`src/hdl/lbsd_pkg.sv`:
```
// Shared constants and types for the lidar basic-scan deframer.
// No dependencies; imported by the decoder and the top level.
package lbsd_pkg;

    localparam int RECORD_BYTES = 5;
    localparam int WINDOW_W     = 8 * RECORD_BYTES;
    localparam int PHASE_W      = $clog2(RECORD_BYTES);
    localparam int COUNT_W      = 4;

    localparam logic [COUNT_W-1:0] SYNC_RECORDS_RESET = 4'd4;
    localparam logic [COUNT_W-1:0] SYNC_COUNT_MAX     = 4'd15;

    // start bits of record byte zero
    localparam logic [1:0] START_SCAN   = 2'b01;
    localparam logic [1:0] START_NORMAL = 2'b10;

    typedef struct packed {
        logic is_start;
        logic is_normal;
    } rec_flags_t;

    typedef struct packed {
        logic [5:0]  quality;
        logic [14:0] angle_q6;
        logic [8:0]  angle_bin;
        logic [13:0] distance;
        logic        scan_start;
        logic        keep;
        logic        check_error;
    } sample_t;

endpackage

```
`src/hdl/lbsd_record_decode.sv`:
```
// Record decoder: classifies the five-byte window and unpacks its sample fields.
// Depends on lbsd_pkg.
module lbsd_record_decode (
    input  logic [lbsd_pkg::WINDOW_W-1:0] window,
    output lbsd_pkg::rec_flags_t          flags,
    output lbsd_pkg::sample_t             sample
);
    import lbsd_pkg::*;

    logic [7:0] b0, b1, b2, b3, b4;
    logic [1:0] sb;
    logic [15:0] dist_raw;

    // oldest byte sits at the top of the window
    assign b0 = window[39:32];
    assign b1 = window[31:24];
    assign b2 = window[23:16];
    assign b3 = window[15:8];
    assign b4 = window[7:0];
    assign sb = b0[1:0];
    assign dist_raw = {b4, b3};

    assign flags.is_start  = (sb == START_SCAN)   && b1[0];
    assign flags.is_normal = (sb == START_NORMAL) && b1[0];

    assign sample.quality     = b0[7:2];
    assign sample.angle_q6    = {b2[7:0], b1[7:1]};
    assign sample.angle_bin   = {b2[7:0], b1[7]};
    assign sample.distance    = dist_raw[15:2];
    assign sample.scan_start  = (sb == START_SCAN);
    assign sample.keep        = (b0[7:2] != 6'd0);
    assign sample.check_error = !((sb == START_SCAN) || (sb == START_NORMAL)) || !b1[0];

endmodule

```
`src/hdl/lidar_basic_scan_deframer.sv`:
```
// Top level of the lidar basic-scan deframer: sync state and output register.
// Depends on lbsd_pkg and lbsd_record_decode.
//
// Takes one serial byte per clock on the s_ channel, while s_ready is high, and
// hunts for a start-of-scan record, then needs cfg_wr_data normal records in a row
// before it locks. Once locked, every fifth byte yields one sample on the m_ channel
// in the cycle after that byte is taken; sync records give no sample. s_ready is
// low only while a sample sits in the single output register and m_ready is low, so
// the block sustains one byte per cycle with m_ready high. Lock holds until reset.
module lidar_basic_scan_deframer (
    input  logic        aclk,
    input  logic        aresetn,
    input  logic        cfg_wr_en,
    input  logic [3:0]  cfg_wr_data,
    input  logic        s_valid,
    output logic        s_ready,
    input  logic [7:0]  s_rx_byte,
    output logic        m_valid,
    input  logic        m_ready,
    output logic [5:0]  m_quality,
    output logic [14:0] m_angle_q6,
    output logic [8:0]  m_angle_bin,
    output logic [13:0] m_distance,
    output logic        m_scan_start,
    output logic        m_keep,
    output logic        m_check_error
);
    import lbsd_pkg::*;

    logic [WINDOW_W-1:0] window_reg, window_next, window_shift;
    logic [PHASE_W-1:0]  phase_reg, phase_next, phase_inc;
    logic                locked_reg, locked_next;
    logic                aligned_reg, aligned_next;
    logic [COUNT_W-1:0]  count_reg, count_next, count_inc;
    logic [COUNT_W-1:0]  sync_records_reg;
    logic                m_valid_reg, m_valid_next;
    sample_t             sample_reg, sample_next;
    rec_flags_t          flags;
    sample_t             sample;
    logic                accept;
    logic                emit;

    assign s_ready      = !m_valid_reg || m_ready;
    assign accept       = s_valid && s_ready;
    assign window_shift = {window_reg[WINDOW_W-9:0], s_rx_byte};
    assign phase_inc    = phase_reg + PHASE_W'(1);
    assign count_inc    = (count_reg == SYNC_COUNT_MAX) ? count_reg : count_reg + COUNT_W'(1);

    lbsd_record_decode u_decode (
        .window (window_shift),
        .flags  (flags),
        .sample (sample)
    );

    always_comb begin
        window_next  = window_reg;
        phase_next   = phase_reg;
        locked_next  = locked_reg;
        aligned_next = aligned_reg;
        count_next   = count_reg;
        emit         = 1'b0;
        if (accept) begin
            window_next = window_shift;
            if (!locked_reg && !aligned_reg) begin
                if (flags.is_start) begin
                    phase_next = '0;
                    count_next = '0;
                    if (sync_records_reg == '0) begin
                        locked_next = 1'b1;
                    end else begin
                        aligned_next = 1'b1;
                    end
                end
            end else if (phase_inc < PHASE_W'(RECORD_BYTES)) begin
                phase_next = phase_inc;
            end else begin
                phase_next = '0;
                if (!locked_reg) begin
                    if (flags.is_normal) begin
                        count_next = count_inc;
                        if (count_inc >= sync_records_reg) begin
                            locked_next  = 1'b1;
                            aligned_next = 1'b0;
                        end
                    end else if (flags.is_start) begin
                        // realign on this start record
                        count_next = '0;
                        if (sync_records_reg == '0) begin
                            locked_next  = 1'b1;
                            aligned_next = 1'b0;
                        end else begin
                            aligned_next = 1'b1;
                        end
                    end else begin
                        aligned_next = 1'b0;
                        count_next   = '0;
                    end
                end else begin
                    emit = 1'b1;
                end
            end
        end
    end

    always_comb begin
        m_valid_next = m_valid_reg;
        sample_next  = sample_reg;
        if (emit) begin
            m_valid_next = 1'b1;
            sample_next  = sample;
        end else if (m_ready) begin
            m_valid_next = 1'b0;
        end
    end

    always_ff @(posedge aclk) begin
        if (!aresetn) begin
            window_reg       <= '0;
            phase_reg        <= '0;
            locked_reg       <= 1'b0;
            aligned_reg      <= 1'b0;
            count_reg        <= '0;
            sync_records_reg <= SYNC_RECORDS_RESET;
            m_valid_reg      <= 1'b0;
        end else begin
            window_reg  <= window_next;
            phase_reg   <= phase_next;
            locked_reg  <= locked_next;
            aligned_reg <= aligned_next;
            count_reg   <= count_next;
            m_valid_reg <= m_valid_next;
            if (cfg_wr_en) begin
                sync_records_reg <= cfg_wr_data;
            end
        end
    end

    always_ff @(posedge aclk) begin
        sample_reg <= sample_next;
    end

    assign m_valid       = m_valid_reg;
    assign m_quality     = sample_reg.quality;
    assign m_angle_q6    = sample_reg.angle_q6;
    assign m_angle_bin   = sample_reg.angle_bin;
    assign m_distance    = sample_reg.distance;
    assign m_scan_start  = sample_reg.scan_start;
    assign m_keep        = sample_reg.keep;
    assign m_check_error = sample_reg.check_error;

endmodule

```
`config.mk`:
```
export PLATFORM = sky130hd
export DESIGN_NAME = lidar_basic_scan_deframer
export DESIGN_NICKNAME = d
export VERILOG_FILES = /design/src/hdl/lbsd_pkg.sv /design/src/hdl/lbsd_record_decode.sv /design/src/hdl/lidar_basic_scan_deframer.sv
export SDC_FILE = /design/constraint.sdc
export NUM_CORES = 1
export LEC_CHECK = 0
export ABC_AREA = 0
export CORE_MARGIN = 2
export CORE_UTILIZATION = 54
export CTS_CLUSTER_DIAMETER = 80
export DETAILED_ROUTE_END_ITERATION = 7
export DONT_BUFFER_PORTS = 1
export GPL_ROUTABILITY_DRIVEN = 0
export PLACE_DENSITY = 0.69
export SLEW_MARGIN = 20
export SYNTH_ARGS = -nofsm -noshare
export SYNTH_HDL_FRONTEND = slang
export SYNTH_SLANG_ARGS = --single-unit
```
`constraint.sdc`:
```
create_clock -name aclk -period 2.42 [get_ports aclk]
set_input_delay 0.242 -clock aclk [delete_from_list [all_inputs] [get_ports aclk]]
set_output_delay 0.242 -clock aclk [all_outputs]
set_load 0.01 [all_outputs]
```
==> results.md <==
* Critical Path RT at approximately 2.7 ns
* H-tree depth at 3
* Async SR Flop Fraction at 0%
* Final Instance Area at roughly 3500 um^2
* Worst Setup Start Kind: register
* Achievable clock frequency at between 400 and 500 MHz
* Final cell utilization of the core at about three fifths
* Yosys reg bits at 84
* Leakage at around 1.2 nW
* Max reg flops at 32
* Pwr Density at 755 nW/um^2
* Synth Flop Type: dfxtp_1
* Area of the mapped netlist at around 3200 um^2
* Post-synthesis mux area share at under 10%
* IO buf count at 0
* Outcome: finished clean
* Synth Area in XOR/XNOR at 0.548%
* Die Y-Extent at just over 80 um
* Number of global-route vias before repair at 1997
* Non-Filler Instances at around 380
* GRT met1 Usage at around 22%
* Post CTS Setup Buffer Count at 0
* Final-report hold violation count at 0
* Tightest Pin Transition at between 0.6 and 0.7 ns
* Cell mode on critical path: ha_1
* Slowest cell on crit path: mux2_2
* Clk_lat worst skew at 0.35 ns
* Fin Hold WS at roughly 0.019 ns
* Post-synthesis simple-gate area fraction at between 15 and 20%
* Core ar. at slightly below 6000 um^2
* Grt total ovfl at 0
* Die area at 6550 um^2
* Met2 layer usage reported by global route at around 30%
* # nets final at roughly 330
* Largest net degree at the start of global routing at 34
* Hold Crit Class: in -> reg
* Compound-cell area share of the yosys netlist at around a tenth
* Ratio of cells with drive above 1 in the final layout at 9.09%
* Die W at between 80 and 90 um
* Routed WL per cell at between 10 and 15 um
* Synth Instances at a little under 300
* Root Driver: clkbuf_8
* Worst Skew at 0.00731 ns
* Via/cell ratio at ~5.3
* Initial antenna violation count at 0
* DRT iter0 DRCs at 142
* Worst path top cell family by delay: multiplexers
* WP buf/inv at 0
* Crit-path max FO at 6
* Setup-failing EPs final at 0
* I/O pin total at 66
* CTS buffer count at 9
* Clock-pin slew on the worst setup and hold paths at about 0.080 ns
* Router iterations before antenna repair at 4
* Max clock buf depth at 2
* Syn_area_per_cell at around 11 um^2
* Grt met3 use at around 6.2%
* Worst Setup End Kind: register
* Largest family of logic cells by synthesized area: simple AND/OR/NAND/NOR gates
* Share of the synthesized area in the top cell type at between 30 and 40%
* RSZ-0062 raised after global routing: false
* Peak supply drop at 350 uV
* Final min period at 2.14 ns
* Final period utilization at roughly 88%
* Slew Viols, Final at 0
* Total power at approximately 2.7 mW
* Initial core utilization at 54.9%
* P&R area growth vs syn at 10.6%
* DR vias at 2047
* All-Layer GR Usage at about 18%
* Synth area leaders: edfxtp_1 36%, dfxtp_1 29%, nand2_1 8.9%
* CTS tree: done
* DP Wirelength at 3570 um
* Worst-path cell chain: ha_1 -> nand3_1 -> mux2_2 -> ha_1 -> a21oi_1 -> o21ai_0 -> o211ai_1 -> mux2i_1
* First-pass GRT wire length at ~9000 um
* Fin Setup TNS at 0 ns
* Clock Sinks at 84
* # DRC at 0
* Pre-CTS WS at between 0.2 and 0.3 ns
* Count of different cell masters after synthesis at 36
* Max-cap viol count at 0
* Syn nets at 323
* Final antenna diode count at 0
* Critical path class: reg -> reg
* Dpl cell area at roughly 3200 um^2
* Post-synth EDFFs at 38
* Crit-path max cell delay at around 0.37 ns
* Synth area leader: edfxtp_1
* Total Wirelength at between 5000 and 6000 um
* Inst Count DP at between 300 and 400
* GR peak layer: met2
* Sequential share of the synthesized area at between 60% and 70%
* Synth Area in Adders at under 10%
* Routed Antenna Nets at 0
* YS warnings at 0
* Worst Slack Setup Final at 0.279 ns
* Slew headroom at ~53%
* Cell row count at 28
* WP data arrival at between 2 and 2.5 ns
[cells in the mapped netlist (all sizes together) (5+ instances only)]
cell     n
inv      7
mux2i    7
edfxtp  38
buf      9
dfxtp   46
nand3    5
ha       8
nand2   77
nor2    12
clkbuf  12
o21ai    8
a21oi   39
[layout make-up]
class                           instances  area [um^2]
Multi-Input combinational cell        185          991
Clock buffer                            9          124
Tap cell                               75         93.8
Inverter                                8         30.0
Clock inverter                          7         98.8
Timing Repair Buffer                   15          135
Fill cell                             497         2280
Sequential cell                        84         2060
[cells by family after synthesis]
family	after synthesis
mux	8
xor+xnor	2
compound gates	55
fa+ha+maj	8
buf+inv	29
flops	84
simple gates	112
[worst paths after layout]
path,start,depth (start not counted),slack [ns],endpoint
worst max-delay path,count_reg[0],8,0.28,aligned_reg
worst min-delay path,s_rx_byte[2],2,0.02,window_reg[2]
worst max register to register,count_reg[0],8,0.28,aligned_reg
worst min register to register,window_reg[0],2,0.46,window_reg[0]
[per-layer routing]
metal / routed length [um] / vias up
met5: 0 / -
met4: 99 / 0
met3: 225 / 11
met2: 2690 / 48
met1: 2500 / 962
li1: - / 1026
[layout by cell type, fill, tap and decap left out, types with 5 or more instances in the layout]
cell type	n
nand2_1	76
dfxtp_1	45
a21oi_1	39
edfxtp_1	38
nor2_1	12
clkbuf_8	9
dlygate4sd3_1	9
ha_1	8
inv_1	7
o21ai_0	7
mux2i_1	7
buf_4	6
nand3_1	5
[what timing repair did]
action,CTS,global route
hold buffers,9,0
endpoints found under the setup margin,0,1
gates resized for setup,0,1
hold endpoints to repair,10,0
[power breakdown]
group	internal (mW)	switching, mW	total, mW
logic	0.0317	0.0492	0.0809
clock network	0.586	0.496	1.08
registers	1.49	0.0131	1.51
total	2.11	0.558	2.67
Note: power is estimated with default switching activity, not from simulation.
